`src/tmcg_pkg.sv`:
```
package tmcg_pkg;

	// default geometry
	localparam int VRAM_BYTES_DEF  = 2048;
	localparam int GLYPH_LINES_DEF = 16;
	localparam int FONT_BYTES_DEF  = 2048;

	// fixed field widths
	localparam int FUNC_W  = 2;
	localparam int ADDR_W  = 11;
	localparam int DATA_W  = 8;
	localparam int ROW_W   = 7;
	localparam int LINE_W  = 4;
	localparam int COL_W   = 8;
	localparam int LPR_W   = 5;
	localparam int CLINE_W = 16;
	localparam int CFG_W   = 16;
	localparam int CIDX_W  = 3;

	// item kinds
	localparam logic [FUNC_W-1:0] FUNC_RENDER = 2'd0;
	localparam logic [FUNC_W-1:0] FUNC_VRAM   = 2'd1;
	localparam logic [FUNC_W-1:0] FUNC_GLYPH  = 2'd2;

	// character RAM fill value after reset
	localparam logic [DATA_W-1:0] VRAM_FILL = 8'hFF;

	// register reset values
	localparam logic [COL_W-1:0] COLUMNS_RST = 8'd80;
	localparam logic [ROW_W-1:0] ROWS_RST    = 7'd24;
	localparam logic [LPR_W-1:0] LPR_RST     = 5'd8;

	typedef enum logic [CIDX_W-1:0] {
		REG_COLUMNS       = 3'd0,
		REG_ROWS          = 3'd1,
		REG_LINES_PER_ROW = 3'd2,
		REG_START_ADDRESS = 3'd3,
		REG_CURSOR_ROW    = 3'd4,
		REG_CURSOR_COL    = 3'd5,
		REG_CURSOR_LINES  = 3'd6,
		REG_DISPLAY_ON    = 3'd7
	} cfg_idx_t;

	// per-beat control carried through the render pipeline
	typedef struct packed {
		logic              valid;
		logic              visible;
		logic              cursor;
		logic [LINE_W-1:0] line;
	} rnd_ctl_t;

endpackage

```
`src/tmcg_out_buf.sv`:
```
module tmcg_out_buf (
	input  logic                        clk,
	input  logic                        arst_n,
	input  logic                        push,
	input  logic [tmcg_pkg::DATA_W-1:0] push_data,
	output logic                        full,
	output logic                        out_valid,
	input  logic                        out_stall,
	output logic [tmcg_pkg::DATA_W-1:0] pixels
);
	import tmcg_pkg::*;

	logic [DATA_W-1:0] ent_q [2];
	logic              wr_q;
	logic              rd_q;
	logic [1:0]        cnt_q;
	logic              pop;

	assign out_valid = (cnt_q != 2'd0);
	assign full      = (cnt_q == 2'd2);
	assign pixels    = ent_q[rd_q];
	assign pop       = out_valid && !out_stall;

	always_ff @(posedge clk or negedge arst_n) begin
		if (!arst_n) begin
			wr_q  <= 1'b0;
			rd_q  <= 1'b0;
			cnt_q <= 2'd0;
		end else begin
			if (push) begin
				wr_q <= !wr_q;
			end
			if (pop) begin
				rd_q <= !rd_q;
			end
			unique case ({push, pop})
				2'b10:   cnt_q <= cnt_q + 2'd1;
				2'b01:   cnt_q <= cnt_q - 2'd1;
				default: cnt_q <= cnt_q;
			endcase
		end
	end

	always_ff @(posedge clk) begin
		if (push) begin
			ent_q[wr_q] <= push_data;
		end
	end

endmodule

```
`config.mk`:
```
export PLATFORM = sky130hd
export DESIGN_NAME = tmcg_out_buf
export DESIGN_NICKNAME = d
export VERILOG_FILES = /design/src/tmcg_pkg.sv /design/src/tmcg_out_buf.sv
export SDC_FILE = /design/constraint.sdc
export NUM_CORES = 1
export LEC_CHECK = 0
export BUFFER_PORTS_ARGS = -buffer_cell sky130_fd_sc_hd__buf_2
export CAP_MARGIN = 20
export CELL_PAD_IN_SITES_DETAIL_PLACEMENT = 0
export CELL_PAD_IN_SITES_GLOBAL_PLACEMENT = 2
export CORE_MARGIN = 3
export CORE_UTILIZATION = 37
export CTS_CLUSTER_DIAMETER = 200
export CTS_CLUSTER_SIZE = 40
export DETAILED_ROUTE_END_ITERATION = 16
export HOLD_SLACK_MARGIN = 0.1
export PLACE_DENSITY_LB_ADDON = 0.15
export REMOVE_ABC_BUFFERS = 1
export SLEW_MARGIN = 10
export SYNTH_ARGS = -nofsm -noshare
export SYNTH_HDL_FRONTEND = slang
export SYNTH_SLANG_ARGS = --single-unit
```
`constraint.sdc`:
```
create_clock -name clk -period 3.85 [get_ports clk]
set_input_delay 0.77 -clock clk [delete_from_list [all_inputs] [get_ports clk]]
set_output_delay 0.77 -clock clk [all_outputs]
set_load 0.005 [all_outputs]
```
-- Yosys cells after proc, flatten, opt, wreduce, memory -nomap -nowiden
Memory sizes are Yosys's and may differ from the RTL's.
Cells that the tools add are included.
- RAM bits: 16
- bits in registers: 4
- output and inout bits: 10
- memories kept: 1
- logic and storage cells: 18
- reduce and logical (&&, ||, !) cells: 6
- muxes and demuxes: 3
- $add $sub $neg: 2
- equality and inequality tests: 3
- memories (name ; depth ; width ; read ports ; clocked after memory_dff ; wr ports ; RTL line ; RTL):
    ent_q ; 2 ; 8 ; 1 ; 0 ; 1 ; tmcg_out_buf.sv:13 ; logic [DATA_W-1:0] ent_q [2];
- operators by type and width (cell ; number):
    == test 2 bit (second input constant) ; 2
    one-hot mux 2 bit (2 select lines) ; 1
    nonzero test 2 bit ; 2
    logical NOT 1 bit ; 3
    adder 2 x 1 -> 2 bit (second input constant) ; 1
    == test 2 x 1 -> 1 bit (second input constant) ; 1
    two-way mux 1 bit ; 2
    subtractor 2 x 1 -> 2 bit (second input constant) ; 1
    logical AND 1 bit ; 1

-- Depth between registers and ports, before layout
Gate-level depths: netlist of the first run.
- word-level depth: 4
- gate-level depth with buffers: 6
- mapped depth without buffers: 6

-- Least setup slack after synthesis of the first run
OpenSTA, ideal clock, no wires.
- path type: register -> output
- start: register rd_q
- end: output port pixels[0] (netlist name)
- arrival: 0.857 ns
- path slack: 2.223 ns
- cell stages (with the launch flop): 3
- path buffers: 1
- required time: 3.080 ns
- path through: dfrtp_1 > buf_2 > mux2_2
- longest elaborated chain between the ends: 1
- ends and longest elaborated chain (item ; RTL line ; RTL):
    start: declaration ; tmcg_out_buf.sv:15 ; logic rd_q;
    start signal: assignment ; tmcg_out_buf.sv:34 ; rd_q <= !rd_q;
    memory (2 x 8 bit) ; n/a ;
    end: declaration ; tmcg_out_buf.sv:9 ; output logic [tmcg_pkg::DATA_W-1:0] pixels
Every way passes these cells.

-- Final worst setup path of the first run
- start: register rd_q
- end: output port pixels[5] (netlist name)
Same word-level chain as after synthesis.

==> Implementation_results.wiki, run 1 <==
{| class="wikitable"
! Metric !! Value
|-
| Share of the core filled with cells || roughly 48%
|-
| Power per unit of standard cell area || 671 nW/um2
|-
| Outcome || finished clean
|-
| Yosys reg bits || 20
|-
| CTS tree || done
|-
| Cell Area, Placed || 922 um2
|-
| Distinct cells, synth || 14
|-
| Kind of end point of the critical path || primary output
|-
| Gp weighted congestion || 0.621
|-
| Detailed-route vias per instance || 4.30
|-
| Average cell area after synthesis || 18.8 um2
|-
| Final Cell Area || approximately 960 um2
|-
| Reg area || 581 um2
|-
| Reg-to-Reg Start || cnt_q[1]
|-
| I/O pins || 22
|-
| Vias in the first global route || 404
|-
| Setup TNS Final || 0 ns
|-
| PnR worst setup slack || approximately 1.7 ns
|-
| Buffers on Ports || 21
|-
| Wire length per cell after detailed routing || around 12 um
|-
| Setup crit start kind || flop
|-
| P_sw || 0.175 mW
|-
| Flop2flop setup slack || between 2 and 2.5 ns
|-
| Overall overflow remaining after global route || 0
|-
| Measured slew at the worst slew-check pin || about 0.7 ns
|-
| Sequential share of power || 52.2%
|-
| Class of the tightest hold or removal check || in -> async
|-
| Critical path cell sequence || mux2_2, buf_2
|-
| Maximum clock insertion buffer count || 2
|-
| Capture point of the worst reg-to-reg path || cnt_q[1]
|-
| Max capacitance violation total || 0
|-
| Number of standard cells in the layout, taps in and fillers out || 93
|-
| Max_slew headroom || 53.5%
|-
| Number of nets with antenna violations after routing || 0
|-
| Pin count of the biggest net entering global routing || 12
|-
| Count of inserted antenna diode cells || 0
|-
| Inserted Clock Buffers || 3
|-
| Hold violation count in the final report || 0
|-
| # nets final || 80
|-
| Antenna violations before repair || 0
|-
| Die Height || 52.2 um
|-
| Final routed DRC violation total || 0
|-
| Combinational cell fraction of total power || 29.2%
|-
| Clock network power share || 18.5%
|-
| Worst Setup Path Type || reg -> out
|-
| Share of layout cells above drive strength 1 || between 50 and 60%
|-
| Count of pins over their slew limit || 0
|-
| Initial cell density of the core || 39.8%
|-
| Number of warnings reported in the yosys synthesis log || 0
|-
| Max Freq || 0.458 GHz
|-
| Placed cells || about 90
|-
| Net switching share of the total power || 27.2%
|-
| Final worst path period share || 56.7%
|-
| Die ar. || between 2000 and 3000 um2
|-
| Drt total wl || 1110 um
|-
| Static leakage || about 0.4 nW
|-
| CP max FO || 9
|-
| Internal power || approximately 0.47 mW
|-
| Initial DRC Count || 0
|-
| Total vias in the final route || 400
|-
| Area of the multi-input gates || 199 um2
|-
| Worst endpoint data arrival time || about 1.4 ns
|-
| Core area || 1980 um2
|-
| Largest voltage drop on the vdd net || about 0.32 mV
|-
| Critical-path cell with the highest stage delay || sky130_fd_sc_hd__dfrtp_1
|-
| Count of hold buffers inserted by post-cts repair || 0
|-
| Setup Skew || around 0.0019 ns
|-
| Quantity of gates resized following cts || 0
|-
| Standard-cell rows || 16
|-
| Number of search-and-repair iterations in the first detailed-routing pass || 1
|-
| Horizontal die dimension || 52.2 um
|-
| Min Clock Period, post-route || 2.18 ns
|-
| Unrepaired setup endpoints after global routing || no
|-
| Count of H-tree levels built during CTS || 1
|-
| Gate Count Post-Synth || 42
|-
| Filler Cell Count || 172
|-
| Number of setup violations in the final report || 0
|-
| Clock Root Buffer || sky130_fd_sc_hd__clkbuf_4
|-
| Number of clock sinks seen by CTS || 20
|-
| Post-place setup slack || 1.98 ns
|-
| Global routing usage summed across all routing layers || under 10%
|-
| Post-detailed-placement half-perimeter wirelength || around 790 um
|-
| Synth Cell Area || just under 800 um2
|-
| Share of synthesized area occupied by flip-flops and latches || 73.7%
|-
| Global-route wire length before repair || roughly 1800 um
|-
| CTS clk-pin slew, worst paths || 0.11 ns
|-
| Clock network latency to the later pin of the worst-skew pair || about 0.29 ns
|-
| Synthesis-to-layout area growth || 21.6%
|-
| Number of setup buffers added after CTS || 0
|-
| Maximum single-stage delay on the critical path || 0.61 ns
|-
| Data required time of the worst path || 3.08 ns
|-
| Logic depth of the worst register-to-register path || 5
|}
[placed cells by master (no fill, tap or decap), drive strengths merged]
cell    count
inv         1
clkbuf      4
nor2        2
dfrtp       4
or2         1
and2b       1
buf        21
edfxtp     16
and2        1
ha          1
mux2        8
nor2b       1
xor2        3
xnor2       2
[per-layer routing]
metal  part of all wire, %  up-vias  wire, um  GRT usage (%)
li1                      -      198         -              -
met1                    45      191       502           12.4
met2                    49       11       542           14.6
met3                   5.6        0        62           2.58
met4                     0        0         0           3.83
met5                     0        -         0              0
[synth_stat cells]
cell type	instances	area share [%]
sky130_fd_sc_hd__edfxtp_1	16	61
sky130_fd_sc_hd__mux2_2	8	11
sky130_fd_sc_hd__dfrtp_1	4	13
sky130_fd_sc_hd__nor2_1	2	0.95
sky130_fd_sc_hd__xnor2_1	2	2.2
sky130_fd_sc_hd__xor2_1	2	2.2
sky130_fd_sc_hd__and2_1	1	0.79
sky130_fd_sc_hd__and2b_2	1	1.1
sky130_fd_sc_hd__buf_2	1	0.63
sky130_fd_sc_hd__ha_1	1	1.6
sky130_fd_sc_hd__inv_1	1	0.48
sky130_fd_sc_hd__nor2b_4	1	1.7
sky130_fd_sc_hd__or2_4	1	1.1
sky130_fd_sc_hd__xor2_2	1	2.1
[power by group through the flow]
stage / logic (mW) / registers [mW] / clock network (mW)
4_1_cts: 0.192 / 0.337 / 0.124
3_5_place_dp: 0.192 / 0.341 / 0
3_3_place_gp: 0.191 / 0.342 / 0
5_1_grt: 0.210 / 0.347 / 0.131
2_1_floorplan: 0.129 / 0.332 / 0
6_report: 0.188 / 0.336 / 0.119
[worst max path at each step]
stage | slack (ns) | to | cells past startpoint | from
finish | 1.67 | pixels[5] | 2 | rd_q
global route | 1.56 | pixels[1] | 2 | rd_q
CTS | 1.64 | pixels[5] | 2 | rd_q
detailed placement | 1.98 | ent_q[0][0] | 3 | push
global placement | 1.98 | pixels[5] | 2 | rd_q
floorplan | 2.19 | pixels[0] | 1 | rd_q
[stage by stage]
step | total power, mW | hold slack [ns]
floorplan | 0.460 | 0.456
global placement | 0.533 | 0.473
detailed placement | 0.533 | 0.477
CTS | 0.653 | 0.253
global route | 0.688 | 0.245
finish | 0.643 | 0.264
[cell type report]
class | count | area share (%)
Inverter | 1 | 0.392
Sequential cell | 20 | 60.6
Tap cell | 27 | 3.52
Timing Repair Buffer | 21 | 11.0
Multi-Input combinational cell | 20 | 20.8
Clock buffer | 4 | 3.79
[logic make-up (layout without fill, tap and decap cells)]
logic type	Yosys count	count (layout)	share of synthesized area [%]
multiplexers	8	8	11.4
AND/OR/NAND/NOR	6	6	5.72
XOR/XNOR	5	5	6.51
buffers and inverters	2	26	1.11
flip-flops	20	20	73.7
adder cells (fa/ha/maj)	1	1	1.59
[flip-flops by register name, indices dropped and copies added (netlist names)]
name   cells
ent_q     16
cnt_q      2
rd_q       1
wr_q       1
[worst max-delay path: cells and delay by family (launching register included)]
kind | cells | cell delay [ns]
buf+inv | 1 | 0.13
flops | 1 | 0.61
mux | 1 | 0.39
No activity file was read; power rests on OpenSTA's default activity.
==> inputs of run 2 (changes only) <==
Settings changed: CORE_UTILIZATION 37 to 34.
Clock period 3.85 ns to 2.1 ns, I/O delays scaled along.
==> run 2 against run 1 <==
Die area is 7.8% higher. Design area is 3.5% higher. First-iteration DRC count is 5 higher. Flip-flop and latch count stayed put. Largest cell class unchanged. Worst setup slack worse by 1.4 ns. Sequential power is 84% higher. Critical endpoint is now pixels[6]. Clock-buffer cell count is 1 lower. Cell count is 2.2% higher.
==> Implementation_results.wiki, run 2 (synthesis gave the netlist of run 1 again) <==
{| class="wikitable"
! Metric !! Value
|-
| Outcome || finished clean (unchanged)
|-
| # nets final || 82 (was 80)
|-
| Reg with most FFs || ent_q (unchanged)
|-
| Leading cell type in the layout, fill and taps excluded || sky130_fd_sc_hd__buf_2 (unchanged)
|-
| Drt total wl || 1100 um (was 1110 um)
|-
| Core area || 2080 um2 (was 1980 um2)
|-
| Die Height || 54.2 um (was 52.2 um)
|-
| Critical path cell sequence || mux2_2, buf_2 (unchanged)
|-
| Worst endpoint data arrival time || 1.43 ns (was 1.41 ns)
|-
| Internal power || 0.953 mW (was 0.468 mW)
|-
| Vias in the first global route || 410 (was 404)
|-
| Share of the core filled with cells || 47.7% (was 48.4%)
|-
| Post-detailed-placement half-perimeter wirelength || 809 um (was 786 um)
|-
| Horizontal die dimension || 54.2 um (was 52.2 um)
|-
| Combinational cell fraction of total power || 27.8% (was 29.2%)
|-
| Clock network power share || 23.6% (was 18.5%)
|-
| Number of clock sinks seen by CTS || 20 (unchanged)
|-
| I/O pins || 22 (unchanged)
|-
| Number of search-and-repair iterations in the first detailed-routing pass || 2 (was 1)
|-
| CP max FO || 9 (unchanged)
|-
| Global-route wire length before repair || 1660 um (was 1810 um)
|-
| Wire length per cell after detailed routing || 11.6 um (was 11.9 um)
|-
| Initial DRC Count || 5 (was 0)
|-
| Die ar. || 2930 um2 (was 2720 um2)
|-
| Synthesis-to-layout area growth || 25.9% (was 21.6%)
|-
| Setup Skew || 0.00483 ns (was 0.00190 ns)
|-
| Static leakage || 0.405 nW (was 0.389 nW)
|-
| Worst Setup Path Type || reg -> out (unchanged)
|-
| Max Freq || 0.541 GHz
|-
| Flip-flop count of the largest register after layout || 16 (unchanged)
|-
| Count of pins over their slew limit || 0 (unchanged)
|-
| Count of H-tree levels built during CTS || 1 (unchanged)
|-
| Standard-cell rows || 16 (unchanged)
|-
| Routed metal-1 wire length || 463 um (was 502 um)
|-
| Total vias in the final route || 407 (was 400)
|-
| Data required time of the worst path || 1.68 ns (was 3.08 ns)
|-
| Buffers on Ports || 21 (unchanged)
|-
| Max_slew headroom || 70.8% (was 53.5%)
|-
| Count of hold buffers inserted by post-cts repair || 1 (was 0)
|-
| Clock network latency to the later pin of the worst-skew pair || 0.29 ns (about the same)
|-
| Inserted Clock Buffers || 3 (unchanged)
|-
| Met3 routed wirelength || 80 um (was 62 um)
|-
| Critical-path cell with the highest stage delay || sky130_fd_sc_hd__dfrtp_1 (unchanged)
|-
| Power per unit of standard cell area || 1280 nW/um2 (was 671 nW/um2)
|-
| Gp weighted congestion || 0.683 (was 0.621)
|-
| Maximum single-stage delay on the critical path || 0.63 ns (was 0.61 ns)
|-
| Overall overflow remaining after global route || 0 (unchanged)
|-
| Final routed DRC violation total || 0 (unchanged)
|-
| Class of the tightest hold or removal check || in -> reg (was in -> async)
|-
| Global routing usage summed across all routing layers || 8.32% (was 9.40%)
|-
| Setup crit start kind || flop (unchanged)
|-
| Number of nets with antenna violations after routing || 0 (unchanged)
|-
| Flop2flop setup slack || 0.63 ns (was 2.40 ns)
|-
| Met2 WL || 554 um (was 542 um)
|-
| Measured slew at the worst slew-check pin || 0.438 ns (was 0.695 ns)
|-
| CTS clk-pin slew, worst paths || 0.11 ns (about the same)
|-
| Largest voltage drop on the vdd net || 0.638 mV (was 0.315 mV)
|-
| Unrepaired setup endpoints after global routing || no (unchanged)
|-
| Detailed-route vias per instance || 4.28 (was 4.30)
|-
| Count of inserted antenna diode cells || 0 (unchanged)
|-
| P_sw || 0.319 mW (was 0.175 mW)
|-
| Maximum clock insertion buffer count || 2 (unchanged)
|-
| Number of setup buffers added after CTS || 0 (unchanged)
|-
| Initial cell density of the core || 37.9% (was 39.8%)
|-
| Antenna violations before repair || 0 (unchanged)
|-
| Hold violation count in the final report || 0 (unchanged)
|-
| Top flop regs || ent_q (16), cnt_q (2) (unchanged)
|-
| Share of layout cells above drive strength 1 || 55.9% (was 56.1%)
|-
| CTS tree || done (unchanged)
|-
| Net switching share of the total power || 25.1% (was 27.2%)
|-
| Highest routed layer || met3 (unchanged)
|-
| Max capacitance violation total || 0 (unchanged)
|-
| Final worst path period share || 88.1%
|-
| Setup TNS Final || 0 ns (unchanged)
|-
| Number of setup violations in the final report || 0 (unchanged)
|-
| Sequential share of power || 48.6% (was 52.2%)
|-
| Pin count of the biggest net entering global routing || 13 (was 12)
|-
| Highest-count cells in the layout ignoring fill and taps || 21 x sky130_fd_sc_hd__buf_2, 16 x sky130_fd_sc_hd__edfxtp_1, 8 x sky130_fd_sc_hd__mux2_2 (unchanged)
|-
| Quantity of gates resized following cts || 0 (unchanged)
|-
| Clock Root Buffer || sky130_fd_sc_hd__clkbuf_4 (unchanged)
|-
| Kind of end point of the critical path || primary output (unchanged)
|-
| Min Clock Period, post-route || 1.85 ns
|}
==> run 2: worst paths after layout <==
| path | start | endpoint | depth (start not counted) |
|---|---|---|---|
| worst max-delay path | rd_q | pixels[6] | 2 |
| worst min-delay path | push_data[4] | ent_q[0][4] | 1 |
| worst max register to register | cnt_q[0] | cnt_q[1] | 5 |
| worst min register to register | wr_q | wr_q | 1 |
| max in group asynchronous | arst_n | cnt_q[0] | 2 |
| min in group asynchronous | arst_n | cnt_q[1] | 2 |
==> run 2: worst max-delay path, delay by kind of cell, from the launching register on <==
kind / cells / cell delay, ns
flops: 1 / 0.63
mux: 1 / 0.39
buf+inv: 1 / 0.12
==> run 2: area by class of cell <==
| cell class | instances | area [um2] |
|---|---|---|
| Timing Repair Buffer | 23 | 123 |
| Inverter | 1 | 3.75 |
| Clock inverter | 1 | 30.0 |
| Multi-Input combinational cell | 20 | 199 |
| Clock buffer | 3 | 22.5 |
| Fill cell | 197 | 1090 |
| Sequential cell | 20 | 581 |
| Tap cell | 27 | 33.8 |
==> run 2: metrics by stage <==
step           std cells  worst slack [ns]  power (mW)  hold WS (ns)  cell area, um2
2_1_floorplan         41             0.704       0.844         0.124             783
3_3_place_gp          90             0.579       0.986         0.235             930
3_5_place_dp          90             0.576       0.989         0.235             930
4_1_cts               95             0.223        1.29         0.299             992
5_1_grt               95             0.144        1.35         0.285             992
6_report              95             0.251        1.27         0.310             992
==> run 2: power groups by stage <==
stage / clock network [mW] / logic, mW / registers, mW
after floorplan: 0 / 0.236 / 0.608
after detailed placement: 0 / 0.360 / 0.629
after global placement: 0 / 0.357 / 0.629
after CTS: 0.308 / 0.363 / 0.621
final: 0.300 / 0.354 / 0.618
after global routing: 0.328 / 0.391 / 0.635
==> run 2: routing by layer <==
layer  GRT usage, %  up-vias
met5              0        -
met4           2.49        0
met3           4.16        0
met1           8.66      191
li1               -      203
met2           14.5       13
==> inputs of run 3 (changes only) <==
Settings changed: PLACE_DENSITY_LB_ADDON 0.15 to 0.1.
==> run 3 against run 2 <==
Design area shrank 2.6%. Combinational power hardly changed. Global-route usage up 1.3 points. Power fell by 9.6%. Flip-flop and latch count unchanged. Sequential share of layout area is 1.6 points higher. Utilization is 1.3 points lower. Critical path type unchanged. Critical endpoint is now pixels[2].
==> Implementation_results.wiki, run 3 (synthesis gave the netlist of run 1 again) <==
{| class="wikitable"
! Metric !! Value
|-
| Power per unit of standard cell area || 1190 nW/um2 (was 1280 nW/um2)
|-
| Count of hold buffers inserted by post-cts repair || 1 (unchanged)
|-
| Setup TNS Final || 0 ns (unchanged)
|-
| Horizontal die dimension || 54.2 um (unchanged)
|-
| Worst endpoint data arrival time || 1.41 ns (was 1.43 ns)
|-
| Number of nets with antenna violations after routing || 0 (unchanged)
|-
| Hold violation count in the final report || 0 (unchanged)
|-
| Data required time of the worst path || 1.68 ns (about the same)
|-
| Global routing usage summed across all routing layers || 9.60% (was 8.32%)
|-
| Die Height || 54.2 um (unchanged)
|-
| I/O pins || 22 (unchanged)
|-
| CTS clk-pin slew, worst paths || 0.10 ns (was 0.11 ns)
|-
| Reg with most FFs || ent_q (unchanged)
|-
| Core area || 2080 um2 (unchanged)
|-
| Standard-cell rows || 16 (unchanged)
|-
| Unrepaired setup endpoints after global routing || no (unchanged)
|-
| # nets final || 82 (unchanged)
|-
| Gp weighted congestion || 0.622 (was 0.683)
|-
| Max_slew headroom || 72.0% (was 70.8%)
|-
| Static leakage || 0.392 nW (was 0.405 nW)
|-
| Pin count of the biggest net entering global routing || 12 (was 13)
|-
| Setup Skew || 0.00288 ns (was 0.00483 ns)
|-
| Count of inserted antenna diode cells || 0 (unchanged)
|-
| Share of layout cells above drive strength 1 || 54.4% (was 55.9%)
|-
| Max capacitance violation total || 0 (unchanged)
|-
| Setup crit start kind || flop (unchanged)
|-
| Die ar. || 2930 um2 (unchanged)
|-
| Clock network latency to the later pin of the worst-skew pair || 0.29 ns (about the same)
|-
| Min Clock Period, post-route || 1.83 ns (was 1.85 ns)
|-
| Worst Setup Path Type || reg -> out (unchanged)
|-
| Number of setup buffers added after CTS || 0 (unchanged)
|-
| Maximum clock insertion buffer count || 2 (unchanged)
|-
| Global-route wire length before repair || 1910 um (was 1660 um)
|-
| Final routed DRC violation total || 0 (unchanged)
|-
| CTS tree || done (unchanged)
|-
| Detailed-route vias per instance || 4.17 (was 4.28)
|-
| Vias in the first global route || 398 (was 410)
|-
| Kind of end point of the critical path || primary output (unchanged)
|-
| Fin Hold WS || 0.313 ns (was 0.310 ns)
|-
| Filler Cell Count || 209 (was 197)
|-
| Synthesis-to-layout area growth || 22.5% (was 25.9%)
|-
| Max Freq || 0.546 GHz (was 0.541 GHz)
|-
| Inserted Clock Buffers || 3 (unchanged)
|-
| Class of the tightest hold or removal check || in -> reg (unchanged)
|-
| Logic depth of the worst register-to-register path || 5 (unchanged)
|-
| Drt total wl || 1140 um (was 1100 um)
|-
| Leading cell type in the layout, fill and taps excluded || sky130_fd_sc_hd__buf_2 (unchanged)
|-
| Quantity of gates resized following cts || 0 (unchanged)
|-
| Number of clock sinks seen by CTS || 20 (unchanged)
|-
| Final worst path period share || 87.3% (was 88.1%)
|-
| Antenna violations before repair || 0 (unchanged)
|-
| CP max FO || 9 (unchanged)
|-
| Total vias in the final route || 396 (was 407)
|-
| Wire length per cell after detailed routing || 12.0 um (was 11.6 um)
|-
| Outcome || finished clean (unchanged)
|-
| Number of search-and-repair iterations in the first detailed-routing pass || 1 (was 2)
|-
| Number of setup violations in the final report || 0 (unchanged)
|-
| Overall overflow remaining after global route || 0 (unchanged)
|-
| Count of H-tree levels built during CTS || 1 (unchanged)
|-
| Initial cell density of the core || 37.9% (unchanged)
|-
| Count of pins over their slew limit || 0 (unchanged)
|-
| Buffers on Ports || 21 (unchanged)
|-
| Largest voltage drop on the vdd net || 0.507 mV (was 0.638 mV)
|-
| Highest-count cells in the layout ignoring fill and taps || 21 x sky130_fd_sc_hd__buf_2, 16 x sky130_fd_sc_hd__edfxtp_1, 8 x sky130_fd_sc_hd__mux2_2 (unchanged)
|-
| Clock Root Buffer || sky130_fd_sc_hd__clkbuf_4 (unchanged)
|-
| Measured slew at the worst slew-check pin || 0.420 ns (was 0.438 ns)
|-
| Top flop regs || ent_q (16), cnt_q (2) (unchanged)
|-
| Cell depth of the worst hold path || 1 (unchanged)
|-
| Flip-flop count of the largest register after layout || 16 (unchanged)
|-
| Initial DRC Count || 0 (was 5)
|}
-- run 3: critical path, stage by stage, from the launching register on --
cell and delay (ns):
sky130_fd_sc_hd__dfrtp_1 0.61, sky130_fd_sc_hd__mux2_2 0.39, sky130_fd_sc_hd__buf_2 0.13
-- run 3: worst paths after layout --
check,from,endpoint,slack [ns]
setup / recovery,rd_q,pixels[2],0.27
hold / removal,push_data[3],ent_q[0][3],0.31
setup reg to reg,cnt_q[0],cnt_q[1],0.64
hold reg to reg,wr_q,wr_q,0.49
max in group asynchronous,arst_n,rd_q,1.51
min in group asynchronous,arst_n,wr_q,0.47
-- run 3: metrics by stage --
| step | setup slack [ns] | util, % | std cells | total power [mW] | area, um2 |
|---|---|---|---|---|---|
| after floorplan | 0.704 | - | 41 | 0.844 | 783 |
| after global placement | 0.558 | 44.7 | 90 | 0.988 | 930 |
| after detailed placement | 0.563 | 44.7 | 90 | 0.989 | 930 |
| after CTS | 0.225 | 46.4 | 95 | 1.17 | 966 |
| after global routing | 0.177 | 46.4 | 95 | 1.24 | 966 |
| final | 0.267 | 46.4 | 95 | 1.15 | 966 |
-- run 3: power breakdown --
part / internal (mW) / switching [mW]
clock: 0.0737 / 0.106
combinational: 0.220 / 0.134
sequential: 0.540 / 0.0766
total: 0.833 / 0.316
-- run 3: cell type report --
type / count / area (um2) / share of cell area [%]
multi-input cells: 20 / 199 / 20.6
well taps: 27 / 33.8 / 3.50
clock buffers: 4 / 26.3 / 2.72
flip-flops and latches: 20 / 581 / 60.1
repair buffers: 23 / 123 / 12.7
inverters: 1 / 3.75 / 0.389
-- run 3: layer usage --
layer	vias up	routed length, um	global-route usage (%)
met3	0	80	3.60
met2	12	556	14.5
met1	183	500	12.4
li1	201	-	-
met5	-	0	0
met4	0	0	3.73
